$ cat src/wse_pkg.sv
`timescale 1ns / 1ps
// ----------------------------------------------------------------------------
// Windowed SMA/EMA package
// Shared constants, configuration register codes, controller state type and
// the command/status bundles between the controller and the datapath.
// ----------------------------------------------------------------------------
package wse_pkg;

    // Window store geometry (power-of-two depth, ring addressing by wrap).
    localparam int WIN_MAX    = 64;
    localparam int IDX_W      = $clog2(WIN_MAX);
    localparam int CNT_W      = $clog2(WIN_MAX + 1);

    // Sample, running sum and smoothing widths.
    localparam int SMP_W      = 32;
    localparam int SUM_W      = SMP_W + IDX_W;
    localparam int FRAC_W     = 16;
    localparam int ALPHA_W    = FRAC_W + 1;
    localparam int PROD_W     = SMP_W + ALPHA_W;
    localparam int DIV_CNT_W  = $clog2(SUM_W + 1);

    // Configuration port.
    localparam int CFG_IDX_W  = 1;
    localparam int CFG_DATA_W = ALPHA_W;

    localparam logic [CNT_W-1:0]   LEN_MAX     = CNT_W'(WIN_MAX);
    localparam logic [CNT_W-1:0]   LEN_RESET   = CNT_W'(WIN_MAX);
    localparam logic [ALPHA_W-1:0] ALPHA_ONE   = ALPHA_W'(1) << FRAC_W;
    localparam logic [ALPHA_W-1:0] ALPHA_RESET = ALPHA_W'(13107);
    localparam logic [PROD_W-1:0]  ROUND_UP    = PROD_W'((1 << FRAC_W) - 1);

    typedef enum logic [CFG_IDX_W-1:0] {
        CFG_WIN_LEN = 1'b0,
        CFG_SMOOTH  = 1'b1
    } t_cfg_idx;

    typedef enum logic [3:0] {
        ST_IDLE,
        ST_DROP_CHK,
        ST_DROP_SUB,
        ST_WRITE,
        ST_SEED_RD,
        ST_SEED,
        ST_DIFF,
        ST_MUL,
        ST_FINISH
    } t_state;

    typedef struct packed {
        logic accept;
        logic drop_sub;
        logic write;
        logic div_start;
        logic seed;
        logic age_dec;
        logic diff;
        logic mul;
        logic finish;
    } t_cmd;

    typedef struct packed {
        logic drop_more;
        logic age_zero;
        logic div_done;
        logic out_free;
    } t_sts;

endpackage

$ cat src/wse_ram.sv
`timescale 1ns / 1ps
// ----------------------------------------------------------------------------
// Generic simple dual-port RAM
// One write port and one read port with registered read data.
// ----------------------------------------------------------------------------
module wse_ram #(
    parameter int WIDTH = 32,
    parameter int DEPTH = 64
) (
    input  logic                     i_clk,
    input  logic                     i_we,
    input  logic [$clog2(DEPTH)-1:0] i_waddr,
    input  logic [WIDTH-1:0]         i_wdata,
    input  logic [$clog2(DEPTH)-1:0] i_raddr,
    output logic [WIDTH-1:0]         o_rdata
);

    logic [WIDTH-1:0] r_mem [DEPTH];
    logic [WIDTH-1:0] r_rdata;

    // Write and registered read.
    always_ff @(posedge i_clk) begin
        if (i_we) begin
            r_mem[i_waddr] <= i_wdata;
        end
        r_rdata <= r_mem[i_raddr];
    end

    assign o_rdata = r_rdata;

endmodule

$ cat src/wse_ctrl.sv
`timescale 1ns / 1ps
// ----------------------------------------------------------------------------
// Windowed SMA/EMA controller
// Sequences the drop, store, EMA walk and result hand-off for each sample.
// ----------------------------------------------------------------------------
module wse_ctrl (
    input  logic          i_clk,
    input  logic          i_rst_n,
    input  logic          i_in_valid,
    output logic          o_in_ready,
    output wse_pkg::t_cmd o_cmd,
    input  wse_pkg::t_sts i_sts
);

    wse_pkg::t_state r_state;
    wse_pkg::t_state n_state;

    // State register.
    always_ff @(posedge i_clk) begin
        if (!i_rst_n) begin
            r_state <= wse_pkg::ST_IDLE;
        end else begin
            r_state <= n_state;
        end
    end

    // Next state and commands.
    always_comb begin
        n_state    = r_state;
        o_cmd      = '0;
        o_in_ready = 1'b0;
        case (r_state)
            wse_pkg::ST_IDLE: begin
                o_in_ready = 1'b1;
                if (i_in_valid) begin
                    o_cmd.accept = 1'b1;
                    n_state      = wse_pkg::ST_DROP_CHK;
                end
            end
            wse_pkg::ST_DROP_CHK: begin
                // The read of the candidate slot is issued in this cycle.
                if (i_sts.drop_more) begin
                    n_state = wse_pkg::ST_DROP_SUB;
                end else begin
                    n_state = wse_pkg::ST_WRITE;
                end
            end
            wse_pkg::ST_DROP_SUB: begin
                o_cmd.drop_sub = 1'b1;
                n_state        = wse_pkg::ST_DROP_CHK;
            end
            wse_pkg::ST_WRITE: begin
                o_cmd.write = 1'b1;
                n_state     = wse_pkg::ST_SEED_RD;
            end
            wse_pkg::ST_SEED_RD: begin
                o_cmd.div_start = 1'b1;
                n_state         = wse_pkg::ST_SEED;
            end
            wse_pkg::ST_SEED: begin
                o_cmd.seed = 1'b1;
                if (i_sts.age_zero) begin
                    n_state = wse_pkg::ST_FINISH;
                end else begin
                    o_cmd.age_dec = 1'b1;
                    n_state       = wse_pkg::ST_DIFF;
                end
            end
            wse_pkg::ST_DIFF: begin
                o_cmd.diff = 1'b1;
                n_state    = wse_pkg::ST_MUL;
            end
            wse_pkg::ST_MUL: begin
                o_cmd.mul = 1'b1;
                if (i_sts.age_zero) begin
                    n_state = wse_pkg::ST_FINISH;
                end else begin
                    o_cmd.age_dec = 1'b1;
                    n_state       = wse_pkg::ST_DIFF;
                end
            end
            wse_pkg::ST_FINISH: begin
                if (i_sts.div_done && i_sts.out_free) begin
                    o_cmd.finish = 1'b1;
                    n_state      = wse_pkg::ST_IDLE;
                end
            end
            default: begin
                n_state = wse_pkg::ST_IDLE;
            end
        endcase
    end

endmodule

$ cat src/wse_dp.sv
`timescale 1ns / 1ps
// ----------------------------------------------------------------------------
// Windowed SMA/EMA datapath
// Configuration registers, ring store, running sum, EMA step unit, serial
// divider and the output register.
// ----------------------------------------------------------------------------
module wse_dp (
    input  logic                              i_clk,
    input  logic                              i_rst_n,
    input  logic                              i_cfg_we,
    input  logic [wse_pkg::CFG_IDX_W-1:0]     i_cfg_idx,
    input  logic [wse_pkg::CFG_DATA_W-1:0]    i_cfg_data,
    input  logic [wse_pkg::SMP_W-1:0]         i_sample,
    input  wse_pkg::t_cmd                     i_cmd,
    output wse_pkg::t_sts                     o_sts,
    output logic                              o_out_valid,
    input  logic                              i_out_ready,
    output logic [wse_pkg::SMP_W-1:0]         o_simple_average,
    output logic [wse_pkg::SMP_W-1:0]         o_exponential_average,
    output logic [wse_pkg::CNT_W-1:0]         o_samples_held
);

    // Configuration and window bookkeeping (reset).
    logic [wse_pkg::CNT_W-1:0]     r_win_len,  n_win_len;
    logic [wse_pkg::ALPHA_W-1:0]   r_smooth,   n_smooth;
    logic [wse_pkg::IDX_W-1:0]     r_wi,       n_wi;
    logic [wse_pkg::CNT_W-1:0]     r_fill,     n_fill;
    logic [wse_pkg::SUM_W-1:0]     r_sum,      n_sum;
    logic                          r_dbusy,    n_dbusy;
    logic                          r_out_valid, n_out_valid;

    // Per-item working registers.
    logic [wse_pkg::SMP_W-1:0]     r_x,        n_x;
    logic [wse_pkg::CNT_W-1:0]     r_n,        n_n;
    logic [wse_pkg::CNT_W-1:0]     r_f,        n_f;
    logic [wse_pkg::ALPHA_W-1:0]   r_alpha,    n_alpha;
    logic [wse_pkg::CNT_W-1:0]     r_age,      n_age;
    logic [wse_pkg::SMP_W-1:0]     r_ema,      n_ema;
    logic [wse_pkg::SMP_W-1:0]     r_mag,      n_mag;
    logic                          r_neg,      n_neg;
    logic [wse_pkg::SUM_W-1:0]     r_dq,       n_dq;
    logic [wse_pkg::CNT_W-1:0]     r_rem,      n_rem;
    logic [wse_pkg::DIV_CNT_W-1:0] r_dcnt,     n_dcnt;
    logic [wse_pkg::SMP_W-1:0]     r_out_avg,  n_out_avg;
    logic [wse_pkg::SMP_W-1:0]     r_out_ema,  n_out_ema;
    logic [wse_pkg::CNT_W-1:0]     r_out_held, n_out_held;

    // Combinational helpers.
    logic [wse_pkg::CNT_W-1:0]     len_eff;
    logic [wse_pkg::CNT_W-1:0]     fill_p1;
    logic [wse_pkg::CNT_W-1:0]     n_calc;
    logic [wse_pkg::ALPHA_W-1:0]   alpha_eff;
    logic [wse_pkg::CNT_W-1:0]     rd_age;
    logic [wse_pkg::IDX_W-1:0]     rd_addr;
    logic [wse_pkg::SMP_W-1:0]     rd_data;
    logic [wse_pkg::PROD_W-1:0]    prod;
    logic [wse_pkg::SMP_W-1:0]     step;
    logic [wse_pkg::CNT_W:0]       trial;
    logic                          trial_ge;

    // Effective window length, held count and clamped smoothing factor.
    always_comb begin
        if (r_win_len == '0) begin
            len_eff = wse_pkg::CNT_W'(1);
        end else if (r_win_len > wse_pkg::LEN_MAX) begin
            len_eff = wse_pkg::LEN_MAX;
        end else begin
            len_eff = r_win_len;
        end
        fill_p1   = r_fill + wse_pkg::CNT_W'(1);
        n_calc    = (fill_p1 < len_eff) ? fill_p1 : len_eff;
        alpha_eff = (r_smooth > wse_pkg::ALPHA_ONE) ? wse_pkg::ALPHA_ONE : r_smooth;
    end

    // Ring address of the sample of a given age; age zero is the write slot.
    assign rd_age  = i_cmd.age_dec ? (r_age - wse_pkg::CNT_W'(1)) : r_age;
    assign rd_addr = r_wi - rd_age[wse_pkg::IDX_W-1:0];

    wse_ram #(
        .WIDTH (wse_pkg::SMP_W),
        .DEPTH (wse_pkg::WIN_MAX)
    ) u_store (
        .i_clk   (i_clk),
        .i_we    (i_cmd.write),
        .i_waddr (r_wi),
        .i_wdata (r_x),
        .i_raddr (rd_addr),
        .o_rdata (rd_data)
    );

    // EMA step: scaled magnitude, rounded up when falling so the new value rounds down.
    assign prod = (wse_pkg::PROD_W'(r_mag) * wse_pkg::PROD_W'(r_alpha))
                  + (r_neg ? wse_pkg::ROUND_UP : '0);
    assign step = prod[wse_pkg::FRAC_W +: wse_pkg::SMP_W];

    // One restoring division step of the running sum by the held count.
    assign trial    = {r_rem, r_dq[wse_pkg::SUM_W-1]};
    assign trial_ge = (trial >= {1'b0, r_n});

    // Next-state logic for every register.
    always_comb begin
        n_win_len   = r_win_len;
        n_smooth    = r_smooth;
        n_wi        = r_wi;
        n_fill      = r_fill;
        n_sum       = r_sum;
        n_dbusy     = r_dbusy;
        n_out_valid = r_out_valid;
        n_x         = r_x;
        n_n         = r_n;
        n_f         = r_f;
        n_alpha     = r_alpha;
        n_age       = r_age;
        n_ema       = r_ema;
        n_mag       = r_mag;
        n_neg       = r_neg;
        n_dq        = r_dq;
        n_rem       = r_rem;
        n_dcnt      = r_dcnt;
        n_out_avg   = r_out_avg;
        n_out_ema   = r_out_ema;
        n_out_held  = r_out_held;

        // Register writes.
        if (i_cfg_we) begin
            case (wse_pkg::t_cfg_idx'(i_cfg_idx))
                wse_pkg::CFG_WIN_LEN: n_win_len = i_cfg_data[wse_pkg::CNT_W-1:0];
                wse_pkg::CFG_SMOOTH:  n_smooth  = i_cfg_data[wse_pkg::ALPHA_W-1:0];
                default: ;
            endcase
        end

        // Item set-up on acceptance.
        if (i_cmd.accept) begin
            n_x     = i_sample;
            n_n     = n_calc;
            n_f     = r_fill;
            n_alpha = alpha_eff;
            n_age   = n_calc;
        end

        // Remove samples that have left the window.
        if (i_cmd.drop_sub) begin
            n_sum = r_sum - wse_pkg::SUM_W'(rd_data);
            n_age = r_age + wse_pkg::CNT_W'(1);
        end

        // Store the new sample and seed the walk at the oldest held age.
        if (i_cmd.write) begin
            n_sum  = r_sum + wse_pkg::SUM_W'(r_x);
            n_fill = r_n;
            n_age  = r_n - wse_pkg::CNT_W'(1);
        end

        if (i_cmd.age_dec) begin
            n_age = rd_age;
        end

        if (i_cmd.seed) begin
            n_ema = rd_data;
        end

        if (i_cmd.diff) begin
            if (rd_data >= r_ema) begin
                n_mag = rd_data - r_ema;
                n_neg = 1'b0;
            end else begin
                n_mag = r_ema - rd_data;
                n_neg = 1'b1;
            end
        end

        if (i_cmd.mul) begin
            n_ema = r_neg ? (r_ema - step) : (r_ema + step);
        end

        // Serial divider.
        if (i_cmd.div_start) begin
            n_dq    = r_sum;
            n_rem   = '0;
            n_dcnt  = wse_pkg::DIV_CNT_W'(wse_pkg::SUM_W);
            n_dbusy = 1'b1;
        end else if (r_dbusy) begin
            n_dq    = {r_dq[wse_pkg::SUM_W-2:0], trial_ge};
            n_rem   = trial_ge ? (trial[wse_pkg::CNT_W-1:0] - r_n)
                               : trial[wse_pkg::CNT_W-1:0];
            n_dcnt  = r_dcnt - wse_pkg::DIV_CNT_W'(1);
            n_dbusy = (r_dcnt != wse_pkg::DIV_CNT_W'(1));
        end

        // Output register.
        if (r_out_valid && i_out_ready) begin
            n_out_valid = 1'b0;
        end
        if (i_cmd.finish) begin
            n_out_valid = 1'b1;
            n_out_avg   = r_dq[wse_pkg::SMP_W-1:0];
            n_out_ema   = r_ema;
            n_out_held  = r_n;
            n_wi        = r_wi + wse_pkg::IDX_W'(1);
        end
    end

    // Control and bookkeeping registers.
    always_ff @(posedge i_clk) begin
        if (!i_rst_n) begin
            r_win_len   <= wse_pkg::LEN_RESET;
            r_smooth    <= wse_pkg::ALPHA_RESET;
            r_wi        <= '0;
            r_fill      <= '0;
            r_sum       <= '0;
            r_dbusy     <= 1'b0;
            r_out_valid <= 1'b0;
        end else begin
            r_win_len   <= n_win_len;
            r_smooth    <= n_smooth;
            r_wi        <= n_wi;
            r_fill      <= n_fill;
            r_sum       <= n_sum;
            r_dbusy     <= n_dbusy;
            r_out_valid <= n_out_valid;
        end
    end

    // Payload registers.
    always_ff @(posedge i_clk) begin
        r_x        <= n_x;
        r_n        <= n_n;
        r_f        <= n_f;
        r_alpha    <= n_alpha;
        r_age      <= n_age;
        r_ema      <= n_ema;
        r_mag      <= n_mag;
        r_neg      <= n_neg;
        r_dq       <= n_dq;
        r_rem      <= n_rem;
        r_dcnt     <= n_dcnt;
        r_out_avg  <= n_out_avg;
        r_out_ema  <= n_out_ema;
        r_out_held <= n_out_held;
    end

    // Status to the controller.
    assign o_sts.drop_more = (r_age <= r_f);
    assign o_sts.age_zero  = (r_age == '0);
    assign o_sts.div_done  = !r_dbusy;
    assign o_sts.out_free  = !r_out_valid || i_out_ready;

    assign o_out_valid           = r_out_valid;
    assign o_simple_average      = r_out_avg;
    assign o_exponential_average = r_out_ema;
    assign o_samples_held        = r_out_held;

endmodule

$ cat src/windowed_sma_ema_top.sv
`timescale 1ns / 1ps
// ----------------------------------------------------------------------------
// Windowed SMA/EMA top level
// One Q16.16 sample in, one simple and one exponential average out.
// ----------------------------------------------------------------------------
// Usage:
//   Input beats carry one sample on i_sample (i_in_valid / o_in_ready).
//   Result beats carry the truncated mean, the EMA and the held count
//   (o_out_valid / i_out_ready). One result beat follows every input beat.
//   Registers are written through i_cfg_we / i_cfg_idx / i_cfg_data while
//   the block is idle: index 0 is the window length, index 1 the smoothing.
//   Samples are processed one at a time. Each input beat first drops the
//   samples that have left the window and stores the new one; the result is
//   then ready once the EMA walk, which reads each held sample in turn
//   through the single read port of the window store, and the 38-step
//   serial divider running alongside it are both done.
//   o_in_ready rises again as soon as a result is in the output register, so
//   the next sample can be taken while that result waits. A stalled receiver
//   holds the result and stalls the following one in its final cycle.
//   Reset empties the window, zeroes the running sum and restores the window
//   length to 64 and the smoothing to 13107; no clearing pass is needed.
// ----------------------------------------------------------------------------
module windowed_sma_ema_top (
    input  logic                           i_clk,
    input  logic                           i_rst_n,
    input  logic                           i_cfg_we,
    input  logic [wse_pkg::CFG_IDX_W-1:0]  i_cfg_idx,
    input  logic [wse_pkg::CFG_DATA_W-1:0] i_cfg_data,
    input  logic                           i_in_valid,
    output logic                           o_in_ready,
    input  logic [wse_pkg::SMP_W-1:0]      i_sample,
    output logic                           o_out_valid,
    input  logic                           i_out_ready,
    output logic [wse_pkg::SMP_W-1:0]      o_simple_average,
    output logic [wse_pkg::SMP_W-1:0]      o_exponential_average,
    output logic [wse_pkg::CNT_W-1:0]      o_samples_held
);

    wse_pkg::t_cmd cmd;
    wse_pkg::t_sts sts;

    // Sequencer.
    wse_ctrl u_ctrl (
        .i_clk      (i_clk),
        .i_rst_n    (i_rst_n),
        .i_in_valid (i_in_valid),
        .o_in_ready (o_in_ready),
        .o_cmd      (cmd),
        .i_sts      (sts)
    );

    // Arithmetic, store and result register.
    wse_dp u_dp (
        .i_clk                 (i_clk),
        .i_rst_n               (i_rst_n),
        .i_cfg_we              (i_cfg_we),
        .i_cfg_idx             (i_cfg_idx),
        .i_cfg_data            (i_cfg_data),
        .i_sample              (i_sample),
        .i_cmd                 (cmd),
        .o_sts                 (sts),
        .o_out_valid           (o_out_valid),
        .i_out_ready           (i_out_ready),
        .o_simple_average      (o_simple_average),
        .o_exponential_average (o_exponential_average),
        .o_samples_held        (o_samples_held)
    );

`ifndef SYNTH
    // Once a sample is taken, no further sample is taken until it is done.
    a_one_at_a_time: assert property (@(posedge i_clk) disable iff (!i_rst_n)
        (i_in_valid && o_in_ready) |=> !o_in_ready)
        else $error("input accepted while an item is in progress");

    // A presented result always reports a held count inside the window.
    a_held_range: assert property (@(posedge i_clk) disable iff (!i_rst_n)
        o_out_valid |-> (o_samples_held != '0 &&
                         o_samples_held <= wse_pkg::CNT_W'(wse_pkg::WIN_MAX)))
        else $error("held sample count out of range");

    // A new result appears only at the end of an item's work.
    a_result_from_work: assert property (@(posedge i_clk) disable iff (!i_rst_n)
        $rose(o_out_valid) |-> $past(!o_in_ready))
        else $error("result appeared without an item in progress");
`endif

endmodule
$ cat config.mk
export PLATFORM = sky130hd
export DESIGN_NAME = windowed_sma_ema_top
export DESIGN_NICKNAME = d
export VERILOG_FILES = /design/src/wse_pkg.sv /design/src/wse_ram.sv /design/src/wse_ctrl.sv /design/src/wse_dp.sv /design/src/windowed_sma_ema_top.sv
export SDC_FILE = /design/constraint.sdc
export NUM_CORES = 2
export LEC_CHECK = 0
export BUFFER_PORTS_ARGS = -buffer_cell sky130_fd_sc_hd__buf_2
export CAP_MARGIN = 10
export CORE_ASPECT_RATIO = 0.5
export CORE_UTILIZATION = 45
export DETAILED_ROUTE_END_ITERATION = 12
export GPL_TIMING_DRIVEN = 0
export PLACE_DENSITY = 0.6
export REMOVE_ABC_BUFFERS = 1
export SLEW_MARGIN = 25
export SYNTH_ARGS = -nofsm -noshare
export SYNTH_HDL_FRONTEND = slang
export SYNTH_SLANG_ARGS = --single-unit
$ cat constraint.sdc
create_clock -name i_clk -period 16.6 [get_ports i_clk]
set_clock_uncertainty 0.05 [all_clocks]
set_input_delay 1.66 -clock i_clk [delete_from_list [all_inputs] [get_ports i_clk]]
set_output_delay 1.66 -clock i_clk [all_outputs]
set_load 0.05 [all_outputs]
==> impl_metrics.json <==
{
  "rsz0062_at_grt": "no",
  "tightest_slew_ns": 1.07,
  "instances_no_fill": 11600,
  "use_met3_pct": 4.30,
  "busiest_layer": "met2",
  "critPathRequiredTime_ns": 17.08,
  "slew_viol_final": 0,
  "cts.path.max_buffers": 4,
  "critical_path_class": "reg2reg",
  "cts.sinks": 2418,
  "dpl.hpwl_mm": 224,
  "vias": 66500,
  "place_congestion": 0.872,
  "syn_to_final_growth_pct": 15.7,
  "coreArea_um2": 260000,
  "worstSetupStartpointType": "flop",
  "grt_first_pass_wirelength_mm": 457,
  "ioPinCount": 128,
  "relSlewSlack_pct": 27.7,
  "ctsResizeCount": 0,
  "antenna_found_initial": 11,
  "slowest_delay_ns": 1.01,
  "cts-root-buf": "clkbuf_16",
  "synth-edff-count": 2292,
  "cts.htree.levels": 4,
  "layout-drive-gt1-share_pct": 19.8,
  "grt_pass1_vias": 67700,
  "drt_iter0_drc": 6819,
  "placed_cells": 11100,
  "synth_flop_cell": "edfxtp_1",
  "holdBufCountCts": 0,
  "nets": 8708,
  "use_met2_pct": 39.2,
  "postCtsSetupBuffers": 0,
  "drcViolationCount": 0,
  "r2r_cells": 32,
  "post-route-min-period_ns": 11.24,
  "cp_max_fo": 17,
  "maxCapViolations": 0,
  "grt_max_degree": 70,
  "place_ws_ns": 5.42,
  "vias_per_cell": 5.76,
  "arrival_ns": 11.73,
  "worstHoldPathType": "reg2reg",
  "rows": 132,
  "yosys.cell_types.count": 102,
  "wire_per_inst_um": 27.0,
  "synth-seq-cells": 2418,
  "start_util_pct": 45.4,
  "worst_setup_path_end_kind": "flop",
  "synth_cells": 7527,
  "hold_violations": 0,
  "die_y_um": 364,
  "ant_nets": 0,
  "dieArea_um2": 265000,
  "avgSynthCellArea_um2": 15.7,
  "cts-buffers-inserted": 228,
  "place.port_buffers": 127,
  "crit_top_cell": "fa_1",
  "netlist_area_um2": 118000,
  "nFillCells": 20900,
  "track_usage_pct": 23.5,
  "firstDrtPassIters": 6,
  "ys_seq_area_share_pct": 60.4,
  "finalSetupViolations": 0,
  "fin_ws_ns": 5.36,
  "clk_pin_slew_worst_paths_ns": 0.06,
  "hold_depth": 0,
  "path_buf_inv": 4,
  "cts_tree": "built",
  "async_reset_ff_share_pct": 0,
  "cp.depth": 32,
  "cpMaxStageDelayCell": "edfxtp_1",
  "crit_family": "adder cells",
  "grt_use_met1_pct": 32.3,
  "max_freq_ghz": 0.0890,
  "grt_overflow_total": 0,
  "routed_wl_mm": 313,
  "status": "finished, final reports clean",
  "post-route-period-util_pct": 67.7,
  "clk_latency_ns": 0.89,
  "yosysWarnings": 0,
  "die_x_um": 726
}
-- synthesized netlist by cell type (all sizes together) (8+ instances only) --
| cell | number | area [µm²] |
|---|---|---|
| or3 | 14 | 87.6 |
| and4 | 10 | 88.8 |
| nor2b | 56 | 350 |
| nand2b | 34 | 220 |
| nand3b | 8 | 63.8 |
| xor2 | 73 | 639 |
| dfxtp | 126 | 2520 |
| a21oi | 300 | 1510 |
| o21ai | 175 | 880 |
| edfxtp | 2292 | 68800 |
| a211oi | 34 | 260 |
| o21bai | 34 | 255 |
| or2 | 8 | 50.1 |
| mux2 | 44 | 495 |
| and2 | 218 | 1360 |
| nand2 | 756 | 2840 |
| mux2i | 67 | 671 |
| nor4 | 22 | 195 |
| buf | 57 | 223 |
| or4 | 9 | 78.8 |
| fa | 468 | 9370 |
| a21boi | 11 | 86.3 |
| inv | 671 | 2520 |
| o31ai | 15 | 113 |
| a31oi | 27 | 190 |
| nor2 | 244 | 918 |
| nor3 | 45 | 236 |
| nand3 | 54 | 270 |
| xnor2 | 138 | 1220 |
| a21o | 80 | 601 |
| and3 | 27 | 170 |
| mux4 | 640 | 14400 |
| ha | 298 | 3730 |
| clkbuf | 296 | 1110 |
| a211o | 8 | 70.1 |
| o211ai | 16 | 125 |
| nand4 | 31 | 200 |
| o21a | 27 | 203 |
-- sequential cells by signal, indices dropped and copies added (netlist names), 17 cells and up --
name                        cells
u_dp.o_exponential_average     32
u_dp.r_x                       32
u_dp.r_smooth                  17
u_dp.r_sum                     38
u_dp.r_dq                      38
u_dp.u_store.o_rdata           32
u_dp.r_alpha                   17
u_dp.r_mag                     32
u_dp.u_store.r_mem           2048
u_dp.r_ema                     32
u_dp.o_simple_average          32
-- layout make-up --
cell class | instances | area [µm²] | share of cell area, %
antenna | 2 | 5.00 | 0.00367
clock buffer | 291 | 6080 | 4.45
clock inverter | 120 | 976 | 0.715
inverter | 672 | 2530 | 1.85
multi-input combinational | 4084 | 43400 | 31.8
sequential | 2418 | 71300 | 52.3
tap | 3484 | 4360 | 3.19
timing repair buffer | 483 | 7810 | 5.72
-- placed cells by master, fill, tap and decap left out, types with 35 or more instances in the layout --
| master | Yosys | layout |
|---|---|---|
| nor2_4 | 0 | 65 |
| buf_2 | 7 | 127 |
| clkbuf_16 | 0 | 232 |
| nor2_1 | 243 | 178 |
| nor2b_1 | 56 | 55 |
| buf_12 | 0 | 35 |
| mux4_2 | 640 | 640 |
| mux2_2 | 44 | 44 |
| buf_8 | 0 | 131 |
| xnor2_1 | 137 | 134 |
| a21oi_1 | 297 | 297 |
| fa_1 | 468 | 467 |
| clkinv_2 | 0 | 42 |
| nand2_1 | 756 | 754 |
| xor2_1 | 73 | 72 |
| mux2i_1 | 67 | 67 |
| dfxtp_1 | 126 | 126 |
| a21o_1 | 80 | 80 |
| edfxtp_1 | 2292 | 2292 |
| and2_1 | 217 | 216 |
| inv_1 | 671 | 669 |
| clkinv_1 | 1 | 53 |
| nor3_1 | 44 | 44 |
| ha_1 | 298 | 297 |
| o21ai_0 | 170 | 160 |
| nand3_1 | 54 | 54 |
| buf_16 | 0 | 148 |
| clkbuf_1 | 296 | 54 |
-- per-stage QoR --
step                utilization (%)  hold WS (ns)  setup TNS (ns)  instance area (µm²)
floorplan                         -         0.376         -216.68               117000
global placement               46.8         0.404         -616.45               122000
detailed placement             49.8         0.398               0               129000
CTS                            52.5         0.416               0               137000
global route                   52.6         0.440               0               137000
finish                         52.6         0.413               0               137000
-- path summary, 6_finish.rpt --
check / slack, ns / from / endpoint
max: 5.36 / u_dp.r_mag[8] / u_dp.r_ema[30]
min: 0.41 / u_dp.r_dq[2] / u_dp.o_simple_average[2]
max reg2reg: 5.36 / u_dp.r_mag[8] / u_dp.r_ema[30]
min reg2reg: 0.41 / u_dp.r_dq[2] / u_dp.o_simple_average[2]
-- kinds of logic (layout without fill, tap and decap cells) --
family | count (synthesis) | in the layout | synth area share [%]
compound gates | 794 | 794 | 4.19
simple gates | 1561 | 1561 | 6.22
xor+xnor | 212 | 212 | 1.59
flops | 2418 | 2418 | 60.4
mux | 751 | 751 | 13.2
other cells | 0 | 2 | 0
fa+ha+maj | 766 | 766 | 11.1
buf+inv | 1025 | 1566 | 3.27
-- per-layer routing --
layer,vias to the layer above,share of wire [%]
li1,28700,-
met1,35100,41
met2,2373,48
met3,428,7.7
met4,4,2.6
met5,-,0.0096
Power is left out: the tool's default activity adds up to more than one toggle a clock period on the data nets, which glitch-free logic cannot reach.
